`src/sv/ifp_pkg.sv`:
```
// ----------------------------------------------------------------------------
// ifp_pkg
// shared constants and beat types for the imu frame parser
// ----------------------------------------------------------------------------
package ifp_pkg;

  localparam logic [7:0] HDR_BYTE  = 8'hA7;
  localparam logic [7:0] TYPE_GYRO = 8'h70;
  localparam logic [7:0] TYPE_MAG  = 8'h73;

  localparam int FRAME_LEN = 11;
  localparam int POS_W     = $clog2(FRAME_LEN);
  localparam logic [POS_W-1:0] LAST_POS = POS_W'(FRAME_LEN - 1);

  localparam int QUEUE_DEPTH = 2;

  // one stored byte of a frame, tagged with its position
  typedef struct packed {
    logic [POS_W-1:0] pos;
    logic [7:0]       data;
  } tok_t;

  // front-end frame tracking state
  typedef struct packed {
    logic             open;
    logic [POS_W-1:0] pos;
  } front_stat_t;

endpackage

```
`src/sv/ifp_front.sv`:
```
// ----------------------------------------------------------------------------
// ifp_front
// takes received bytes, tracks header and position, forwards stored bytes
// ----------------------------------------------------------------------------
module ifp_front (
  input  logic                clk,
  input  logic                rst,
  input  logic                in_valid,
  input  logic [7:0]          in_byte,
  input  logic                queue_full,
  output logic                in_ready,
  output logic                push,
  output ifp_pkg::tok_t       push_tok,
  output ifp_pkg::front_stat_t stat
);
  import ifp_pkg::*;

  logic             open;
  logic             open_next;
  logic [POS_W-1:0] pos;
  logic [POS_W-1:0] pos_next;
  logic             accept;

  assign in_ready = !queue_full;
  assign accept   = in_valid && in_ready;

  always_comb begin
    open_next     = open;
    pos_next      = pos;
    push          = 1'b0;
    push_tok.data = in_byte;
    push_tok.pos  = pos;
    if (accept) begin
      if (in_byte == HDR_BYTE) begin
        // header always restarts, even mid frame
        open_next    = 1'b1;
        pos_next     = '0;
        push         = 1'b1;
        push_tok.pos = '0;
      end else if (open && pos != LAST_POS) begin
        pos_next     = pos + POS_W'(1);
        push         = 1'b1;
        push_tok.pos = pos + POS_W'(1);
        if (pos_next == LAST_POS) begin
          open_next = 1'b0;
        end
      end
    end
  end

  always_ff @(posedge clk) begin
    if (rst) begin
      open <= 1'b0;
      pos  <= '0;
    end else begin
      open <= open_next;
      pos  <= pos_next;
    end
  end

  assign stat.open = open;
  assign stat.pos  = pos;

endmodule

```
`src/sv/ifp_queue.sv`:
```
// ----------------------------------------------------------------------------
// ifp_queue
// short fifo of tagged bytes between front and back end
// ----------------------------------------------------------------------------
module ifp_queue #(
  parameter int DEPTH = ifp_pkg::QUEUE_DEPTH
) (
  input  logic          clk,
  input  logic          rst,
  input  logic          push,
  input  ifp_pkg::tok_t push_tok,
  input  logic          pop,
  output logic          full,
  output logic          not_empty,
  output ifp_pkg::tok_t pop_tok
);
  import ifp_pkg::*;

  localparam int PTR_W = (DEPTH > 1) ? $clog2(DEPTH) : 1;
  localparam int CNT_W = $clog2(DEPTH + 1);

  tok_t             mem [DEPTH];
  logic [PTR_W-1:0] wr_ptr;
  logic [PTR_W-1:0] rd_ptr;
  logic [CNT_W-1:0] count;
  logic             do_push;
  logic             do_pop;

  assign full      = (count == CNT_W'(DEPTH));
  assign not_empty = (count != '0);
  assign do_push   = push && !full;
  assign do_pop    = pop && not_empty;
  assign pop_tok   = mem[rd_ptr];

  always_ff @(posedge clk) begin
    if (do_push) begin
      mem[wr_ptr] <= push_tok;
    end
  end

  always_ff @(posedge clk) begin
    if (rst) begin
      wr_ptr <= '0;
      rd_ptr <= '0;
      count  <= '0;
    end else begin
      if (do_push) begin
        wr_ptr <= (wr_ptr == PTR_W'(DEPTH - 1)) ? '0 : wr_ptr + PTR_W'(1);
      end
      if (do_pop) begin
        rd_ptr <= (rd_ptr == PTR_W'(DEPTH - 1)) ? '0 : rd_ptr + PTR_W'(1);
      end
      if (do_push && !do_pop) begin
        count <= count + CNT_W'(1);
      end else if (do_pop && !do_push) begin
        count <= count - CNT_W'(1);
      end
    end
  end

endmodule

```
`src/sv/ifp_back.sv`:
```
// ----------------------------------------------------------------------------
// ifp_back
// stores frame bytes, decodes complete frames into the output register
// ----------------------------------------------------------------------------
module ifp_back (
  input  logic                 clk,
  input  logic                 rst,
  input  logic                 tok_valid,
  input  ifp_pkg::tok_t        tok,
  output logic                 pop,
  output logic                 out_valid,
  input  logic                 out_ready,
  output logic [1:0]           out_kind,
  output logic signed [15:0]   out_x,
  output logic signed [15:0]   out_y,
  output logic signed [15:0]   out_z
);
  import ifp_pkg::*;

  logic [7:0] frame_bytes [FRAME_LEN];
  logic       last_beat;
  logic       out_free;
  logic       type_ok;

  assign last_beat = (tok.pos == LAST_POS);
  assign out_free  = !out_valid || out_ready;
  // only a completing byte needs room in the output register
  assign pop       = tok_valid && (!last_beat || out_free);
  assign type_ok   = (frame_bytes[2] >= TYPE_GYRO) && (frame_bytes[2] <= TYPE_MAG);

  always_ff @(posedge clk) begin
    if (pop) begin
      frame_bytes[tok.pos] <= tok.data;
    end
    if (pop && last_beat && type_ok) begin
      out_kind <= 2'(frame_bytes[2] - TYPE_GYRO);
      out_x    <= {frame_bytes[6], frame_bytes[5]};
      out_y    <= {frame_bytes[8], frame_bytes[7]};
      out_z    <= {tok.data, frame_bytes[9]};
    end
  end

  always_ff @(posedge clk) begin
    if (rst) begin
      out_valid <= 1'b0;
    end else if (pop && last_beat && type_ok) begin
      out_valid <= 1'b1;
    end else if (out_ready) begin
      out_valid <= 1'b0;
    end
  end

endmodule

```
`src/sv/imu_frame_parser.sv`:
```
// ----------------------------------------------------------------------------
// imu_frame_parser
// assembles 11-byte sensor frames from serial bytes, emits decoded axes
// ----------------------------------------------------------------------------
// channel  dir  payload
// s_*      in   tdata[7:0] rx_byte
// m_*      out  tdata[47:0] axis_x, axis_y, axis_z; tuser[1:0] frame_kind
//
// one byte beat per cycle while the queue has room; the front end tracks header and position
// and feeds a small queue, the back end stores bytes and decodes the frame
// m_tvalid rises once the last byte has passed through the queue into the output register
// s_tready drops only when the queue is full, which happens when a finished
// frame waits on m_tready; rst clears position, queue and output valid
// ----------------------------------------------------------------------------
module imu_frame_parser #(
  parameter int QUEUE_DEPTH = ifp_pkg::QUEUE_DEPTH
) (
  input  logic        clk,
  input  logic        rst,
  input  logic        s_tvalid,
  output logic        s_tready,
  input  logic [7:0]  s_tdata,   // [7:0] rx_byte
  output logic        m_tvalid,
  input  logic        m_tready,
  output logic [47:0] m_tdata,   // [15:0] axis_x, [31:16] axis_y, [47:32] axis_z
  output logic [1:0]  m_tuser    // [1:0] frame_kind
);
  import ifp_pkg::*;

  logic        push;
  tok_t        push_tok;
  tok_t        pop_tok;
  logic        queue_full;
  logic        q_valid;
  logic        q_pop;
  front_stat_t fstat;
  logic signed [15:0] axis_x;
  logic signed [15:0] axis_y;
  logic signed [15:0] axis_z;

  ifp_front u_front (
    .clk        (clk),
    .rst        (rst),
    .in_valid   (s_tvalid),
    .in_byte    (s_tdata),
    .queue_full (queue_full),
    .in_ready   (s_tready),
    .push       (push),
    .push_tok   (push_tok),
    .stat       (fstat)
  );

  ifp_queue #(
    .DEPTH (QUEUE_DEPTH)
  ) u_queue (
    .clk       (clk),
    .rst       (rst),
    .push      (push),
    .push_tok  (push_tok),
    .pop       (q_pop),
    .full      (queue_full),
    .not_empty (q_valid),
    .pop_tok   (pop_tok)
  );

  ifp_back u_back (
    .clk       (clk),
    .rst       (rst),
    .tok_valid (q_valid),
    .tok       (pop_tok),
    .pop       (q_pop),
    .out_valid (m_tvalid),
    .out_ready (m_tready),
    .out_kind  (m_tuser),
    .out_x     (axis_x),
    .out_y     (axis_y),
    .out_z     (axis_z)
  );

  assign m_tdata = {axis_z, axis_y, axis_x};

  // a header beat always reopens the frame at position zero
  a_hdr_restart: assert property (@(posedge clk) disable iff (rst)
    s_tvalid && s_tready && s_tdata == HDR_BYTE |=> fstat.open && fstat.pos == '0)
    else $error("header beat did not restart the frame");

  // front never pushes into a full queue
  a_no_overflow: assert property (@(posedge clk) disable iff (rst)
    queue_full |-> !push)
    else $error("push into full queue");

  // back end only stalls on a completing byte with the output still occupied
  a_back_stall: assert property (@(posedge clk) disable iff (rst)
    q_valid && !q_pop |-> pop_tok.pos == LAST_POS && m_tvalid && !m_tready)
    else $error("back end stalled without cause");

endmodule
```
`config.mk`:
```
export PLATFORM = sky130hd
export DESIGN_NAME = imu_frame_parser
export DESIGN_NICKNAME = d
export VERILOG_FILES = /design/src/sv/ifp_pkg.sv /design/src/sv/ifp_front.sv /design/src/sv/ifp_queue.sv /design/src/sv/ifp_back.sv /design/src/sv/imu_frame_parser.sv
export SDC_FILE = /design/constraint.sdc
export NUM_CORES = 1
export LEC_CHECK = 0
export BUFFER_PORTS_ARGS = -buffer_cell sky130_fd_sc_hd__clkbuf_2
export CORE_ASPECT_RATIO = 0.9
export CORE_MARGIN = 4
export CORE_UTILIZATION = 45
export CTS_CLUSTER_SIZE = 16
export DETAILED_ROUTE_END_ITERATION = 10
export PLACE_DENSITY = 0.66
export RECOVER_POWER = 25
export SYNTH_ARGS = -nofsm -noshare
export SYNTH_HDL_FRONTEND = slang
export SYNTH_SLANG_ARGS = --single-unit
```
`constraint.sdc`:
```
create_clock -name clk -period 14.8 [get_ports clk]
set_input_delay 2.96 -clock clk [delete_from_list [all_inputs] [get_ports clk]]
set_output_delay 2.96 -clock clk [all_outputs]
set_load 0.02 [all_outputs]
```
==> qor.txt, run 1 <==
Post-Synthesis Cells: 242
Peak VDD IR: 0.0934 mV
post-cts gate resize count: 0
ANT nets after route: 0
outcome: finished, final reports clean
placed inst area: 5090 um^2
Setup crit start: s_tdata[4]
Crit path largest cell delay: 760 ps
Total GRT Usage: 0.140
final critical-path share of the clock period: 0.322
end of the critical path: u_queue.mem[1][0]
clock latency on the worst-skew pair: 410 ps
Max-slew headroom: 0.341
largest net degree at the start of global routing: 49
Worst Hold Class: reg2reg
Avg Inst Size Synth: 19.1 um^2
cell repeated most along the worst path: nor2_1
WL final: 7.81 mm
final setup violation count: 0
DPL Wire Length: 5.16 mm
worst r2r dst: u_back.frame_bytes[6][7]
clock slew at reported path FFs: 60 ps
setup tns final: 0 ps
Final Hold Vio Count: 0
RSZ-0062 raised after global routing: no
core area: 9870 um^2
Post-synth top flop: edfxtp_1
Cell Rows: 34
Fmax: 210 MHz
Crit Path Class: in2reg
syn nets: 258
Worst Hold Launch: u_back.frame_bytes[6][4]
Hold Slack: 416 ps
worst r2r path cells: 4
Post-CTS Hold Buffers: 0
Vias per Instance: 4.98
most area-consuming cells after synthesis: edfxtp_1 (79%), dfxtp_1 (4.8%), mux2_2 (2.2%), nor2_1 (1.4%), ha_1 (1.1%)
CP Max Fanout: 12
vias in the first global route: 2,360
post-synth cell types: 43
Final Power: 0.922 mW
Yosys top cell by area: edfxtp_1
Port Buffers: 63
WP depth: 5
GP Congestion: 0.828
die span in y: 104 um
metal1 wirelength: 3.54 mm
number of diodes: 0
IO Count: 64
design area: 5650 um^2
synth warn: 0
final core utilization: 0.573
Crit path required time: 14,820 ps
Setup crit end kind: flip-flop
CP arrival: 4790 ps
clock sink count: 133
worst path bufs/invs: 1
die area: 12,000 um^2
initial antenna violation count: 0
count leader, synth: edfxtp_1
Layout area overhead: 22.0%
GRT Residual Overflow: 0
Nets: 335
async set-reset flop share out of synthesis: 0
clock skew: 11.6 ps
Commonest cells post-synth: edfxtp_1 (122), nor2_1 (17), dfxtp_1 (11)
CTS tree: done
drt pass-1 iters: 4
share of cells above drive strength 1: 0.325
Initial Util: 0.469
post-CTS setup buffers: 0
Post-synth EDFFs: 122
Max Buffers Root-to-Sink: 2
sequential area share after synthesis: 0.838
CTS root buf: clkbuf_16
H-tree levels: 4
slew of the pin with the lowest slew margin: 986 ps
crit-path cells: clkbuf_2 -> nor4bb_1 -> and4_1 -> nor2_1 -> nor2_1
R2R Setup Slk: 12,020 ps
Tmin final: 4770 ps
Routed wire per std cell: 17.0 um
Num CTS Buffers: 17
highest routing layer actually used: met4
# DRC: 0
Cell Pwr Density: 163 nW/um^2
CP Launch Type: primary input
critical path's top delay family: simple AND/OR/NAND/NOR gates
Synth top area share: 0.791
area of the mapped netlist: 4630 um^2
WL met3: 500 um
die width: 115 um
DR vias: 2,280
met2 WL: 3.72 mm
flops & latches, synth: 133
Static Leak: 2.00 nW
CP max stage cell: nor2_1
number of DRC markers in iteration 0: 141
fin. max-slew vios: 0
first-pass GRT wire length: 12.6 mm
max-capacitance violation count: 0
-- state kept, by name, summed over array words and instances, names as in the netlist, named ones only --
name	count
u_queue.rd_ptr	1
u_front.open	1
u_queue.mem	24
u_back.out_kind	2
u_back.out_z	8
u_queue.count	2
u_back.out_valid	1
u_front.pos	4
m_tdata	40
u_queue.wr_ptr	1
u_back.frame_bytes	48
-- worst min path at each step --
stage | end | slack [ps] | cells past startpoint
6_report | m_tdata[12] | 420 | 0
5_1_grt | m_tdata[26] | 420 | 0
4_1_cts | m_tdata[35] | 420 | 0
3_5_place_dp | m_tdata[12] | 400 | 0
3_3_place_gp | m_tdata[7] | 400 | 0
2_1_floorplan | m_tdata[0] | 400 | 0
-- logic make-up after synthesis --
| group | Yosys count | synth area share |
|---|---|---|
| buffers and inverters | 15 | 0.0149 |
| DFF | 133 | 0.838 |
| AOI/OAI and AO/OA | 17 | 0.0248 |
| muxes | 12 | 0.0316 |
| adders and majority gates | 4 | 0.0108 |
| and+or+nand+nor | 56 | 0.0702 |
| xor gates and xnor gates | 5 | 0.00945 |
-- cell usage in the layout, fill, tap and decap left out, types with 2 or more instances in the layout --
master and count:
mux2_4 3, and4_1 2, clkinvlp_4 2, mux2_1 6, edfxtp_1 122, nand3b_1 2
inv_1 8, clkinv_4 4, nand3_1 4, inv_8 5, dfxtp_1 11, nor2_1 17
nor3_1 4, nand4_1 5, clkbuf_2 63, inv_6 3, o21ai_0 2, buf_4 2
nor2b_1 2, ha_1 4, nand2b_1 2, o22ai_1 2, mux2_2 3, a21oi_1 5
xor2_1 4, nand2_1 6, clkbuf_16 17
-- routing by layer --
metal  up-vias  global-route usage
met5         -                   0
met2        71               0.212
met4         0              0.0553
met1      1112               0.184
li1       1093                   -
met3         4              0.0500
-- stage by stage --
stage | instances | setup slack (ps)
global placement | 426 | 9680
CTS | 458 | 10000
floorplan | 242 | 5730
finish | 458 | 10030
detailed placement | 426 | 9580
global route | 458 | 9830
-- area by class of cell --
| type | count | area (um^2) |
|---|---|---|
| well taps | 126 | 158 |
| clock buffers | 17 | 425 |
| multi-input cells | 94 | 687 |
| repair buffers | 65 | 330 |
| flip-flops and latches | 133 | 3880 |
| clock inverters | 15 | 136 |
| inverters | 8 | 30.0 |
| fillers | 765 | 4220 |
-- where the power goes --
| part | total (mW) | leakage [nW] | switching, mW | internal (mW) |
|---|---|---|---|---|
| combinational | 0.0769 | 0.544 | 0.0458 | 0.0311 |
| clock | 0.390 | 0.272 | 0.169 | 0.222 |
| sequential | 0.454 | 1.19 | 0.0161 | 0.438 |
| total | 0.922 | 2.00 | 0.231 | 0.691 |
No activity file was read; power rests on OpenSTA's default activity.
==> run 2: changes to the inputs <==
ABC_AREA = 1   (was default)
clock period = 4.65 ns   (was 14.8 ns; I/O delays follow)
==> run 2 against run 1 <==
Effect of this change: utilization is 0.070 points higher; register-to-register slack worse by 10000 ps; cell count is 11% higher; combinational power grew to 2.7 times the previous value; die area is 0.55% lower; flip-flop and latch count stayed put; critical path depth is 3 higher; synthesized area is 0.59% lower; routed wire length is 2.7% lower; synthesized cell count is 20% higher; highest routed layer unchanged.
==> qor.txt, run 2 <==
outcome: finished, final reports clean
syn nets: 306 (+19%)
ANT nets after route: 0 (unchanged)
DPL Wire Length: 5.13 mm (-0.64%)
CP max stage cell: inv_2
Finished Layout Cells: 509 (+11%)
Final Power: 2.92 mW (+220%)
DR vias: 2,436 (+6.8%)
Cell Rows: 34 (unchanged)
Post-synth top flop: edfxtp_1
Worst Hold Class: reg2reg
GP Congestion: 0.851 (+2.8%)
Most Crowded Layer GR: met2
met2 Use GR: 0.207 (-0.00500)
sequential area share after synthesis: 0.843 (+0.00501)
Yosys top cell by area: edfxtp_1
Crit path largest cell delay: 750 ps (about the same)
CTS root buf: clkbuf_16
H-tree levels: 4 (unchanged)
max-capacitance violation count: 0 (unchanged)
CP Launch Type: flip-flop
drt pass-1 iters: 4 (unchanged)
Initial Util: 0.469 (-0.000769)
Synth top area share: 0.795 (+0.00473)
Setup crit end kind: flip-flop
Vias per Instance: 4.79 (-3.9%)
Crit Path Class: reg2reg
Peak VDD IR: 0.324 mV (+250%)
Max-slew headroom: 0.316 (-0.0249)
WL final: 7.60 mm (-2.7%)
Static Leak: 2.12 nW (+6.0%)
final setup violation count: 0 (unchanged)
clock slew at reported path FFs: 60 ps (about the same)
R2R Setup Slk: 1990 ps (-10,030 ps)
setup tns final: 0 ps (unchanged)
count leader, synth: edfxtp_1
Tmin final: 2660 ps
post-cts gate resize count: 0 (unchanged)
register bank with the most flops: u_back.frame_bytes
Layout area overhead: 22.3%
synth warn: 0 (unchanged)
number of diodes: 0 (unchanged)
largest net degree at the start of global routing: 51 (+4.1%)
most frequent cells in the layout: edfxtp_1 (122), nand2_1 (64), clkbuf_2 (55)
Port Buffers: 63 (unchanged)
most area-consuming cells after synthesis: edfxtp_1 (80%), nand2_1 (5.2%), dfxtp_1 (4.8%), inv_1 (1.8%), nor2_1 (1.5%)
met3 global-route usage: 0.0500 (unchanged)
leading cell type in the layout, fill and taps excluded: edfxtp_1
Crit path required time: 4670 ps (-10,150 ps)
core area: 9830 um^2 (-0.43%)
# DRC: 0 (unchanged)
post-CTS setup buffers: 0 (unchanged)
placed insts: 477 (+12%)
# fillers: 788 (+3.0%)
Nets: 386 (+15%)
CP arrival: 2680 ps (-2110 ps)
clock skew: 10.4 ps (-1.29 ps)
RSZ-0062 raised after global routing: no
Final Hold Vio Count: 0 (unchanged)
crit-path cells: inv_1 -> nand2_4 -> nand2_4 -> inv_2 -> nand2_1 -> nor2_1 -> nand4_1 -> inv_2
Post-Synthesis Cells: 290 (+20%)
die span in y: 104 um (-0.27%)
die area: 11,900 um^2 (-0.55%)
CP Max Fanout: 50 (+38)
first-pass GRT wire length: 12.1 mm (-4.4%)
die width: 115 um (-0.27%)
Num CTS Buffers: 17 (unchanged)
Post-CTS Hold Buffers: 0 (unchanged)
share of cells above drive strength 1: 0.253 (-0.0720)
Total GRT Usage: 0.136 (-0.00388)
area of the mapped netlist: 4610 um^2 (-0.59%)
IO Count: 64 (unchanged)
CTS tree: done
flops & latches, synth: 133 (unchanged)
number of DRC markers in iteration 0: 115 (-18%)
Fmax: 376 MHz
Commonest cells post-synth: edfxtp_1 (122), nand2_1 (64), inv_1 (22)
Routed wire per std cell: 14.9 um (-12%)
Largest register FFs: 48 (unchanged)
Avg Inst Size Synth: 15.9 um^2 (-17%)
final core utilization: 0.573 (+0.000696)
clock sink count: 133 (unchanged)
final critical-path share of the clock period: 0.572
Post-synth EDFFs: 122 (unchanged)
Max Buffers Root-to-Sink: 2 (unchanged)
slew of the pin with the lowest slew margin: 1020 ps (+37.2 ps)
Cell Pwr Density: 519 nW/um^2 (+220%)
GRT Residual Overflow: 0 (unchanged)
fin worst setup slack: 1990 ps (-8040 ps)
fin. max-slew vios: 0 (unchanged)
clock latency on the worst-skew pair: 410 ps (about the same)
initial antenna violation count: 0 (unchanged)
vias in the first global route: 2,400 (+1.7%)
Placement Setup Slack: 1780 ps (-7800 ps)
post-synth cell types: 19 (-56%)
grt met1 use: 0.173 (-0.0105)
async set-reset flop share out of synthesis: 0 (unchanged)
run 2: changes by cell type in the layout (fill, tap and decap cells not counted), sizes merged, moves of 3 or more:
cell,before,now
a21oi,6,12
and4,3,0
inv,16,34
mux2,12,0
o21ai,2,5
nand3,4,10
nor3,4,0
nand2,6,66
xor2,4,0
run 2: worst paths after layout:
check,start,endpoint,depth (start not counted)
worst max-delay path,flip-flop,m_tdata[30],8
worst max register to register,flip-flop,m_tdata[30],8
worst min register to register,u_back.frame_bytes[8][7],m_tdata[31],0
worst min-delay path,u_back.frame_bytes[8][7],m_tdata[31],0
run 2: per-stage QoR:
step	instance area [um^2]	hold slack, ps
2_1_floorplan	4610	400
3_3_place_gp	5060	400
3_5_place_dp	5060	405
4_1_cts	5640	409
5_1_grt	5630	413
6_report	5630	408
run 2: worst max-delay path, delay by kind of cell (launching register included):
| family | cells | cell delay, ps |
|---|---|---|
| buffers and inverters | 3 | 1150 |
| flip-flops | 1 | 600 |
| AND/OR/NAND/NOR | 5 | 470 |
run 2: kinds of logic after synthesis:
group | synth area share
buf+inv | 0.0280
xor+xnor | 0.00190
fa+ha+maj | 0.0109
compound gates | 0.0185
flops | 0.843
simple gates | 0.0975
run 2: metal layers:
layer | vias up | routed length (um)
li1 | 1189 | -
met1 | 1171 | 3430
met5 | - | 0
met4 | 0 | 71
met2 | 71 | 3620
met3 | 5 | 474
run 2: where the power goes:
part / switching (mW) / total, mW / internal [mW]
registers: 0.0284 / 1.42 / 1.40
logic: 0.163 / 0.210 / 0.0462
clock network: 0.491 / 1.29 / 0.795
total: 0.683 / 2.92 / 2.24
run 2: layout make-up:
class	count	area, um^2	area share
sequential	133	3880	0.689
multi-input combinational	125	593	0.105
clock buffer	19	433	0.0769
timing repair buffer	63	305	0.0542
tap	126	158	0.0280
clock inverter	13	148	0.0262
inverter	30	113	0.0200
